### src/rtl/core/c2s_roots.sv
// Two-lane pipelined integer square root, one root bit per stage, rounded to nearest.
module c2s_roots #(
  parameter int W        = 20,
  parameter int SB_WIDTH = 60
) (
  input  logic                clk_i,
  input  logic                rst_ni,
  input  logic                valid_i,
  input  logic [2*W-1:0]      v_i [2],
  input  logic [SB_WIDTH-1:0] sb_i,
  output logic                valid_o,
  output logic [W-1:0]        root_o [2],
  output logic [SB_WIDTH-1:0] sb_o
);

  localparam int NL = 2;

  logic                vld_q  [W];
  logic [SB_WIDTH-1:0] sb_q   [W];
  logic [2*W-1:0]      opd_q  [NL][W];
  logic [W-1:0]        root_q [NL][W];
  logic [W+1:0]        rem_q  [NL][W];

  logic                vld_out_q;
  logic [SB_WIDTH-1:0] sb_out_q;
  logic [W-1:0]        root_out_q [NL];

  for (genvar j = 0; j < W; j++) begin : g_stage
    logic                vld_in;
    logic [SB_WIDTH-1:0] sb_in;

    if (j == 0) begin : g_first
      assign vld_in = valid_i;
      assign sb_in  = sb_i;
    end else begin : g_next
      assign vld_in = vld_q[j-1];
      assign sb_in  = sb_q[j-1];
    end

    always_ff @(posedge clk_i or negedge rst_ni) begin
      if (!rst_ni) begin
        vld_q[j] <= 1'b0;
      end else begin
        vld_q[j] <= vld_in;
      end
    end

    always_ff @(posedge clk_i) begin
      sb_q[j] <= sb_in;
    end

    for (genvar l = 0; l < NL; l++) begin : g_lane
      logic [2*W-1:0] opd_in;
      logic [W-1:0]   root_in, root_d;
      logic [W+1:0]   rem_in, rem_sh, trial, rem_d;

      if (j == 0) begin : g_first
        assign opd_in  = v_i[l];
        assign root_in = '0;
        assign rem_in  = '0;
      end else begin : g_next
        assign opd_in  = opd_q[l][j-1];
        assign root_in = root_q[l][j-1];
        assign rem_in  = rem_q[l][j-1];
      end

      // Bring down the next two operand bits and try a one root bit
      always_comb begin
        rem_sh = {rem_in[W-1:0], opd_in[2*(W-1-j)+1 -: 2]};
        trial  = {root_in, 2'b01};
        if (rem_sh >= trial) begin
          rem_d  = rem_sh - trial;
          root_d = {root_in[W-2:0], 1'b1};
        end else begin
          rem_d  = rem_sh;
          root_d = {root_in[W-2:0], 1'b0};
        end
      end

      always_ff @(posedge clk_i) begin
        opd_q[l][j]  <= opd_in;
        root_q[l][j] <= root_d;
        rem_q[l][j]  <= rem_d;
      end
    end
  end

  // Round up when the remainder exceeds the floor root
  always_ff @(posedge clk_i or negedge rst_ni) begin
    if (!rst_ni) begin
      vld_out_q <= 1'b0;
    end else begin
      vld_out_q <= vld_q[W-1];
    end
  end

  always_ff @(posedge clk_i) begin
    sb_out_q <= sb_q[W-1];
  end

  for (genvar l = 0; l < NL; l++) begin : g_round
    always_ff @(posedge clk_i) begin
      if (rem_q[l][W-1] > {2'b00, root_q[l][W-1]}) begin
        root_out_q[l] <= root_q[l][W-1] + W'(1);
      end else begin
        root_out_q[l] <= root_q[l][W-1];
      end
    end
    assign root_o[l] = root_out_q[l];
  end

  assign valid_o = vld_out_q;
  assign sb_o    = sb_out_q;

  // The final remainder of a correct floor root never exceeds twice the root
  a_rem_bound: assert property (@(posedge clk_i) disable iff (!rst_ni)
    vld_q[W-1] |-> (rem_q[0][W-1] <= {1'b0, root_q[0][W-1], 1'b0}) &&
                   (rem_q[1][W-1] <= {1'b0, root_q[1][W-1], 1'b0}))
    else $error("square root remainder out of range");

endmodule

### config.mk
export PLATFORM = sky130hd
export DESIGN_NAME = c2s_roots
export DESIGN_NICKNAME = d
export VERILOG_FILES = /design/src/rtl/core/c2s_roots.sv
export SDC_FILE = /design/constraint.sdc
export NUM_CORES = 2
export LEC_CHECK = 0
export BUFFER_PORTS_ARGS = -buffer_cell sky130_fd_sc_hd__buf_2
export CAP_MARGIN = 0
export CORE_UTILIZATION = 55
export CTS_CLUSTER_DIAMETER = 200
export CTS_CLUSTER_SIZE = 25
export DETAILED_ROUTE_END_ITERATION = 10
export HOLD_SLACK_MARGIN = 0.02
export PLACE_DENSITY = 0.82
export SETUP_SLACK_MARGIN = 0.2
export SLEW_MARGIN = 20
export SYNTH_ARGS = -nofsm -noshare
export SYNTH_HDL_FRONTEND = slang
export SYNTH_MEMORY_MAX_BITS = 65536
export SYNTH_SLANG_ARGS = --single-unit
### constraint.sdc
create_clock -name clk_i -period 5.85 [get_ports clk_i]
set_clock_uncertainty 0.15 [all_clocks]
set_input_delay 0.8775 -clock clk_i [delete_from_list [all_inputs] [get_ports clk_i]]
set_output_delay 0.8775 -clock clk_i [all_outputs]
set_load 0.02 [all_outputs]
==> flow_metrics.py <==
metrics = {
    "place": {
        "dp_hpwl_um": 115000,
        "post-place-ws_ps": 2170,
        "io_buffers": 243,
        "gp_congestion": 0.942,
        "dp_cells": 10901,
        "postPlaceCellArea_um2": 103000,
    },
    "power": {
        "power.density_nw_per_um2": 430,
        "seq_power_share": 0.579,
        "power.switching_mw": 12.7,
        "vdd_ir_drop_max_mv": 0.285,
        "comb_power_share": 0.182,
        "switching_share": 0.273,
        "clkPwrFrac": 0.239,
        "cellLeakagePower_nw": 49.9,
        "power.total_mw": 46.5,
        "p_int_mw": 33.8,
    },
    "sta": {
        "setup-violations-final": 0,
        "tightest_slew_ps": 1040,
        "rsz0062_at_grt": "no",
        "finalHoldViolCount": 0,
        "final.setup.worst_slack_ps": 2250,
        "fin_crit_sh": 0.615,
        "period_needed_ps": 3600,
        "slew_viol_final": 0,
        "fin_setup_tns_ps": 0,
        "holdWs_ps": 160,
        "fmax_ghz": 0.278,
        "relSlewSlack": 0.305,
    },
    "detailed_routing": {
        "remaining_drc_errors": 0,
        "drt-vias-per-instance": 5.02,
        "dr_total_vias": 56308,
        "final_antenna_net_count": 0,
        "wl_per_cell_um": 14.3,
        "first_pass_iters": 6,
        "wirelength_um": 161000,
        "drtIter0Drc": 2755,
    },
    "yosys": {
        "synth_top_area_cell": "dfxtp_1",
        "synth_area_per_cell_um2": 11.8,
        "synthArstFlopShare": 0.00644,
        "syn-instance-count": 8386,
        "ys_seq_area_frac": 0.661,
        "yosys_warnings": 0,
        "synth_top_cells_by_area": "dfxtp_1 66%, ha_1 6.4%, xnor2_1 3.0%",
        "synth_top_area_frac": 0.656,
        "synth_ff_type": "dfxtp_1",
        "synth_edf_count": 0,
        "synth.distinct_cells": 96,
        "ys_ff_latch": 3259,
        "syn_area_um2": 98800,
    },
    "floorplanning": {
        "die_x_um": 426,
        "dieArea_um2": 181000,
        "rows": 155,
        "start_util": 0.554,
        "die_h_um": 426,
        "core-area_um2": 178000,
        "pin_count": 244,
    },
    "final_layout": {
        "fin_util": 0.607,
        "multiInputGateArea_um2": 30800,
        "area_growth_pct": 9.56,
        "fin_nets": 9490,
        "regArea_um2": 65300,
        "drive_gt1_frac": 0.0688,
        "mostFrequentLayoutCells": "3238 x dfxtp_1, 627 x inv_1, 508 x ha_1",
        "final_common_cell": "dfxtp_1",
        "fin_area_um2": 108000,
        "instances_no_fill": 11212,
        "nFillCells": 13845,
    },
    "grt": {
        "grt_pass1_vias": 55653,
        "grt_max_degree": 39,
        "grt_usage": 0.174,
        "grt_antenna_before_repair": 0,
        "grt_pass1_wl_um": 261000,
        "gr-total-overflow": 0,
    },
    "critical_path": {
        "cp_top_family": "compound AO/OA/AOI/OAI gates",
        "critical-path-slowest-cell": "or3_1",
        "timing.reg2reg.setup_slack_ps": 2250,
        "worstSetupEndpointType": "register",
        "critical_path_buf_inv_count": 1,
        "crit_type": "reg -> reg",
        "worst_setup_path_start_kind": "register",
        "worst-endpoint-arrival_ps": 4170,
        "crit_chain": "inv_1 > ha_1 > nor2b_1 > o31a_1 > o21a_1 > o21ai_1 > o21ai_1 > o21a_1 > or3_1 > mux2_1",
        "slowest_delay_ps": 750,
        "cp_max_fo": 22,
        "worstPathRequired_ps": 6420,
        "startpoint": "root_q[0][20]",
        "r2r-start": "root_q[0][20]",
    },
    "cts": {
        "htreeDepth": 4,
        "clock_sinks": 3259,
        "clock_path_buffers": 3,
        "clockRootBuffer": "clkbuf_16",
        "clk_latency_ps": 840,
        "cts_setup_buffers": 0,
        "cts_tree": "done",
        "numCtsBuffers": 148,
        "path_clk_slew_ps": 100,
    },
    "status": {
        "status": "finished clean",
    },
    "hold_path": {
        "worstHoldPathType": "reg -> reg",
        "hold_path.startpoint": "sb_q[12][33]",
    },
    "run": {
        "cap_violations": 0,
    },
}
[sequential cells by signal (all words and copies together) (netlist names)]
register	count
opd_q	760
sb_q	1200
valid_o	1
rem_q	758
sb_o	60
root_q	420
root_out_q	40
g_stage.vld_in	19
vld_q	1
[power by group through the flow]
stage	clock network, mW	registers (mW)	logic, mW
2_1_floorplan	0	27.0	6.52
3_3_place_gp	0	27.3	8.03
3_5_place_dp	0	27.4	8.30
4_1_cts	11.5	26.9	8.44
5_1_grt	12.4	27.3	9.46
6_report	11.1	26.9	8.47
[synth_stat cells (all sizes together), types with 31 or more instances]
cell	n
xor2	266
nand3	126
nand4	82
nor2	408
clkbuf	82
or2	46
a21boi	31
nor2b	70
a21o	153
or3	77
o31ai	65
ha	508
o21a	104
and3	40
o21ai	361
dfxtp	3238
a31oi	36
mux2	111
nand2	465
a211oi	43
a21oi	337
nor3	181
inv	628
xnor2	341
nand2b	83
or4	35
nor4	83
[worst register-to-register path, delay by kind of cell, from the launching register on]
kind,cells,cell delay [ps]
simple gates,2,920
buf+inv,1,40
mux,1,480
flops,1,340
fa+ha+maj,1,350
compound gates,5,1200
[cell type report]
type / instances / area share
flip-flops and latches: 3259 / 0.604
well taps: 2355 / 0.0272
repair buffers: 405 / 0.0258
clock buffers: 152 / 0.0343
multi-input cells: 4395 / 0.284
inverters: 630 / 0.0219
diodes: 1 / 0.0000231
clock inverters: 15 / 0.00319
[worst paths after layout]
kind	endpoint	depth (start not counted)
worst max-delay path	rem_q[0][11]	10
worst min-delay path	sb_q[13][33]	0
worst max register to register	rem_q[0][11]	10
worst min register to register	sb_q[13][33]	0
max in group asynchronous	g_stage[3].vld_in	2
min in group asynchronous	g_stage[11].vld_in	2
[per-layer routing]
metal | track usage | up-vias | wire length [um]
met4 | 0.0866 | 0 | 7360
met1 | 0.193 | 25877 | 66700
met3 | 0.0246 | 402 | 4900
li1 | - | 28960 | -
met5 | 0 | - | 0
met2 | 0.321 | 1069 | 81700
[logic make-up (layout without fill, tap and decap cells)]
logic type	after synthesis	count (layout)	share of synthesized area
and+or+nand+nor	1813	1813	0.0920
AOI/OAI and AO/OA	1334	1334	0.0858
adders and majority gates	508	508	0.0643
muxes	131	131	0.0147
other	1	3	0.0000379
xor gates and xnor gates	607	607	0.0538
buffers and inverters	733	1202	0.0282
DFF	3259	3259	0.661
[repair_timing]
item | 4_1_cts | 5_1_grt
resized for setup | 0 | 0
hold endpoints to repair | 162 | 0
hold buffers | 142 | 0
Power figures use the tool's default switching activity.
