File: src/rtl/core/c2s_square.sv
// Squares of the coordinates and the two sums of squares, three stages.
module c2s_square #(
  parameter int W = 20
) (
  input  logic                  clk_i,
  input  logic                  rst_ni,
  input  logic                  valid_i,
  input  logic signed [W-1:0]   x_i,
  input  logic signed [W-1:0]   y_i,
  input  logic signed [W-1:0]   z_i,
  output logic                  valid_o,
  output logic [2*W-1:0]        xy2_o,
  output logic [2*W-1:0]        all2_o,
  output logic [3*W-1:0]        pt_o
);

  logic signed [2*W-1:0] xx, yy, zz;

  logic             vld1_q, vld2_q, vld3_q;
  logic [3*W-1:0]   pt1_q, pt2_q, pt3_q;
  logic [2*W-2:0]   xx_q, yy_q, zz1_q, zz2_q;
  logic [2*W-1:0]   xy2_q, xy2_out_q, all2_q;

  // Square each coordinate; results are never negative
  assign xx = x_i * x_i;
  assign yy = y_i * y_i;
  assign zz = z_i * z_i;

  // Advance the valid bits
  always_ff @(posedge clk_i or negedge rst_ni) begin
    if (!rst_ni) begin
      vld1_q <= 1'b0;
      vld2_q <= 1'b0;
      vld3_q <= 1'b0;
    end else begin
      vld1_q <= valid_i;
      vld2_q <= vld1_q;
      vld3_q <= vld2_q;
    end
  end

  // Stage 1 squares, stage 2 planar sum, stage 3 full sum
  always_ff @(posedge clk_i) begin
    pt1_q     <= {x_i, y_i, z_i};
    xx_q      <= xx[2*W-2:0];
    yy_q      <= yy[2*W-2:0];
    zz1_q     <= zz[2*W-2:0];
    pt2_q     <= pt1_q;
    xy2_q     <= {1'b0, xx_q} + {1'b0, yy_q};
    zz2_q     <= zz1_q;
    pt3_q     <= pt2_q;
    xy2_out_q <= xy2_q;
    all2_q    <= xy2_q + {1'b0, zz2_q};
  end

  assign valid_o = vld3_q;
  assign xy2_o   = xy2_out_q;
  assign all2_o  = all2_q;
  assign pt_o    = pt3_q;

endmodule

File: config.mk
export PLATFORM = sky130hd
export DESIGN_NAME = c2s_square
export DESIGN_NICKNAME = d
export VERILOG_FILES = /design/src/rtl/core/c2s_square.sv
export SDC_FILE = /design/constraint.sdc
export NUM_CORES = 2
export LEC_CHECK = 0
export BUFFER_PORTS_ARGS = -buffer_cell sky130_fd_sc_hd__buf_2
export CAP_MARGIN = 5
export CORE_ASPECT_RATIO = 2
export CORE_MARGIN = 4
export CORE_UTILIZATION = 59
export CTS_CLUSTER_SIZE = 25
export DETAILED_ROUTE_END_ITERATION = 8
export GPL_ROUTABILITY_DRIVEN = 0
export MAX_ROUTING_LAYER = met4
export PLACE_DENSITY = 0.87
export SYNTH_ARGS = -nofsm -noshare
export SYNTH_HDL_FRONTEND = slang
export SYNTH_SLANG_ARGS = --single-unit
File: constraint.sdc
create_clock -name clk_i -period 2.95 [get_ports clk_i]
set_input_delay 0.295 -clock clk_i [delete_from_list [all_inputs] [get_ports clk_i]]
set_output_delay 0.295 -clock clk_i [all_outputs]
set_load 0.005 [all_outputs]
==> results.ini, run 1 <==
[global_routing]
grt_pass1_wl_um = 365000
grt_pass1_vias = 58600
grt_max_degree = 23
grt-ovfl-total = 198
grtUsageTotal_pct = 54.4

[synth]
synth_cell_types = 74
yosys_warnings = 0
avgSynthCellArea_um2 = 10.1
ys_ff_latch = 451
synthesis.area_um2 = 52000
synth.yosys.seq_area_share_pct = 17.4
netlist_instances = 5131
synth_flop_cell = dfxtp_1
syn_nets = 6722
synth-edff-count = 0
synth_async_sr_flop_share_pct = 0.665

[clocking]
ctsRootBufferMaster = clkbuf_16
clk_path_buf_depth = 3
cts_inserted_buffers = 43
cts_max_level = 2
clkSinkCount = 451

[floorplan]
die_y_um = 428
die_x_um = 218
io_pins = 204
start_util_pct = 59.6
placementRows = 153

[status]
stop_stage = global routing
stop_error = [ERROR GRT-0116] Global routing finished with congestion. Check the congestion regions in the DRC Viewer.
status = stopped before the end

[place]
portBuffers = 203
placed_cells = 7295
hpwl_um = 134000

metal layers:
metal  global-route usage (%)  overflow
met1                     48.2         7
met2                     73.6       124
met3                     36.1         8
met4                     55.5        59
met5                        -         -
logic make-up after synthesis:
kind of cell	Yosys count	synth area share [%]
adders and majority gates	1528	53.0
buffers and inverters	1495	10.8
and+or+nand+nor	954	8.92
AOI/OAI and AO/OA	466	5.93
muxes	8	0.161
DFF	451	17.4
xor gates and xnor gates	229	3.85
Yosys cell counts (23+ instances only):
master / instances / area share, %
o21ai_0: 54 / 0.52
nand2_1: 374 / 2.7
a21o_1: 80 / 1.2
xnor2_1: 163 / 2.7
a21oi_1: 141 / 1.4
fa_1: 1127 / 43
nor3_1: 24 / 0.23
o21a_1: 23 / 0.33
nor2_1: 147 / 1.1
clkbuf_1: 121 / 0.87
inv_1: 1374 / 9.9
dfxtp_1: 448 / 17
ha_1: 401 / 9.6
nor2b_1: 60 / 0.72
and2_1: 237 / 2.8
and3_1: 28 / 0.34
xor2_1: 66 / 1.1
o21ai_1: 23 / 0.22
repair_timing:
action                                  CTS
endpoints found under the setup margin  118
gates resized for setup                 645
pin swaps                               361
cloned                                    5
buffers inserted                        144
hold buffers                             38
hold endpoints to repair                 39
through the flow:
stage	TNS [ns]	cell area, µm²	util, %	hold slack (ns)	setup WS, ns
after detailed placement	-319.36	62700	71.8	0.0905	-4.00
after global placement	-300.22	62700	71.8	0.0869	-3.77
after CTS	-228.41	68100	78.0	0.000437	-3.05
after floorplan	-245.88	54400	-	-0.000591	-3.26
==> run 2, diff against run 1 <==
==> config.mk (replaced) <==
export PLATFORM = sky130hd
export DESIGN_NAME = c2s_square
export DESIGN_NICKNAME = d
export VERILOG_FILES = /design/src/rtl/core/c2s_square.sv
export SDC_FILE = /design/constraint.sdc
export NUM_CORES = 2
export LEC_CHECK = 0
export BUFFER_PORTS_ARGS = -buffer_cell sky130_fd_sc_hd__buf_2
export CAP_MARGIN = 5
export CORE_MARGIN = 4
export CORE_UTILIZATION = 40
export DETAILED_ROUTE_END_ITERATION = 8
export GPL_ROUTABILITY_DRIVEN = 0
export PLACE_DENSITY_LB_ADDON = 0.15
export SYNTH_ARGS = -nofsm -noshare
export SYNTH_HDL_FRONTEND = slang
export SYNTH_SLANG_ARGS = --single-unit
==> constraint.sdc (replaced) <==
create_clock -name clk_i -period 3.8 [get_ports clk_i]
set_input_delay 0.38 -clock clk_i [delete_from_list [all_inputs] [get_ports clk_i]]
set_output_delay 0.38 -clock clk_i [all_outputs]
set_load 0.005 [all_outputs]
==> results.ini, run 2 <==
[global_routing]
grtUsageTotal_pct = 20.5
grt_max_degree = 25
grt-ovfl-total = 0
grt_pass1_wl_um = 218000
grt_pass1_vias = 41300
antenna_found_initial = 7

[worst_setup_path]
endpoint_kind = register
critPathKind = in2reg
worstPathMaxFanout = 5
critPathArrivalTime_ns = 6.43
critical_path.slowest_cell = fa_1
max_stage_delay_ns = 0.52
cp_top_family = adder cells
critPathLaunchType = primary input
r2r_slack_ns = 0.22
worstPathRequired_ns = 4.34
crit_path_frequent_cell = fa_1
critPathBufInv = 8

[floorplan]
io_pins = 204  ; unchanged
core_um2 = 129000
placementRows = 132  ; -14%
die_x_um = 369  ; +69%
start_util_pct = 40.2  ; -19 points
die_y_um = 369  ; -14%
die_area_um2 = 136000

[sta]
worst_slack_ns = -2.09
report.final.slew_viol_count = 0
skew_ns = 0.0192
finalHoldViolations = 0
max_freq_ghz = 0.170
setup_viol = 95
fin_crit_sh_pct = 155
tightestPinTransition_ns = 0.648
fin_crit_ns = 5.89
holdWs_ns = 0.0417
slew_headroom_pct = 56.5
grt_setup_unrepaired = yes

[clocking]
clk_path_buf_depth = 3  ; unchanged
worstSkewPairLatency_ns = 0.65
path_clk_slew_ns = 0.06
ctsRootBufferMaster = clkbuf_16
cts_tree = yes
cts_inserted_buffers = 53  ; +23%
cts_max_level = 2  ; unchanged
clkSinkCount = 451  ; unchanged

[place]
portBuffers = 203  ; unchanged
place_ws_ns = -3.04  ; +0.969 ns
placed_cells = 7837  ; +7.4%
hpwl_um = 115000  ; -14%

[drt]
wl_per_cell_um = 16.6
wirelength_um = 134000
vias = 37000
viasPerCell = 4.59
ant_nets = 0
dr.pass1.iters = 6
drc = 0
drt_iter0_markers = 1253

[synth]
synth_async_sr_flop_share_pct = 0.665  ; unchanged
synth.yosys.seq_area_share_pct = 17.4  ; unchanged
synthesis.area_um2 = 52000  ; unchanged
ys_ff_latch = 451  ; unchanged
syn_nets = 6722  ; unchanged
synth.area.top_cells = fa_1, dfxtp_1, inv_1, ha_1, and2_1
yosys_warnings = 0  ; unchanged
yosysTopAreaCellShare_pct = 43.3  ; unchanged
synth_flop_cell = dfxtp_1
avgSynthCellArea_um2 = 10.1  ; unchanged
synth-edff-count = 0  ; unchanged
synth_top_area_cell = fa_1
netlist_instances = 5131  ; unchanged
yosysMostFrequentCell = inv_1
synth_commonest_cells = inv_1, fa_1, dfxtp_1, ha_1, nand2_1
synth_cell_types = 74  ; unchanged

[status]
status = finished, violations left
failed_checks = negative setup slack

[worst_hold_path]
holdCritPathClass = in2reg

[final_layout]
final_common_cell = inv_1
fin_cells = 8064
regArea_um2 = 9040
syn_to_final_growth_pct = 32.2
nFillCells = 11800
final_core_util_pct = 53.2
largest_reg_flops = 60
nNetsFinal = 7873
drive_above_1_share_pct = 29.7
final_cell_mix = inv_1, fa_1, buf_4
multiInputGateArea_um2 = 40500

[flow_run]
cap_violations = 0

==> run 2: repair_timing <==
action / in CTS / in global routing
pin swaps: 183 / 213
resized for setup: 420 / 291
gates cloned: 4 / 3
hold buffers: 38 / 0
setup buffers: 56 / 47
endpoints found under the setup margin: 97 / 98
hold endpoints to repair: 39 / 0
==> run 2: layer usage <==
| metal | vias up | routed length, µm | GRT usage [%] |
|---|---|---|---|
| met3 | 175 | 6980 | 3.53 |
| met1 | 18700 | 57200 | 26.9 |
| met4 | 0 | 4090 | 5.63 |
| li1 | 17500 | - | - |
| met5 | - | 0 | 0 |
| met2 | 599 | 66000 | 35.0 |
==> run 2: cell type report <==
cell class | count | area share, %
clock buffers | 67 | 2.06
flip-flops and latches | 451 | 13.1
inverters | 1374 | 7.56
multi-input cells | 3185 | 58.8
diodes | 2 | 0.00727
repair buffers | 1217 | 14.9
well taps | 1742 | 3.17
clock inverters | 26 | 0.420
==> run 2: worst paths after layout <==
check,endpoint,cells after the start,startpoint
worst max-delay path,zz1_q[35],27,z_i[12]
worst min-delay path,pt1_q[21],2,y_i[1]
worst max register to register,all2_o[32],11,xy2_q[0]
worst min register to register,zz2_q[15],0,zz1_q[15]
max in group asynchronous,vld1_q,3,rst_ni
min in group asynchronous,vld2_q,3,rst_ni
==> run 2: per-stage QoR <==
step           instance area, µm²  setup TNS [ns]
2_1_floorplan               54300         -169.39
3_3_place_gp                63100         -230.40
3_5_place_dp                63100         -230.73
4_1_cts                     67300         -139.00
5_1_grt                     68800         -158.00
6_report                    68800         -144.39
==> run 2: cells by family (layout without fill, tap and decap cells) <==
| logic type | after synthesis | count (layout) | share of synthesized area [%] |
|---|---|---|---|
| compound gates | 466 | 466 | 5.93 |
| flops | 451 | 451 | 17.4 |
| mux | 8 | 8 | 0.161 |
| buf+inv | 1495 | 2684 | 10.8 |
| other cells | 0 | 2 | 0 |
| xor+xnor | 229 | 229 | 3.85 |
| fa+ha+maj | 1528 | 1528 | 53.0 |
| simple gates | 954 | 954 | 8.92 |
Power of run 2 is left out: the tool's default activity adds up to more than one toggle a clock period on the data nets, which glitch-free logic cannot reach.
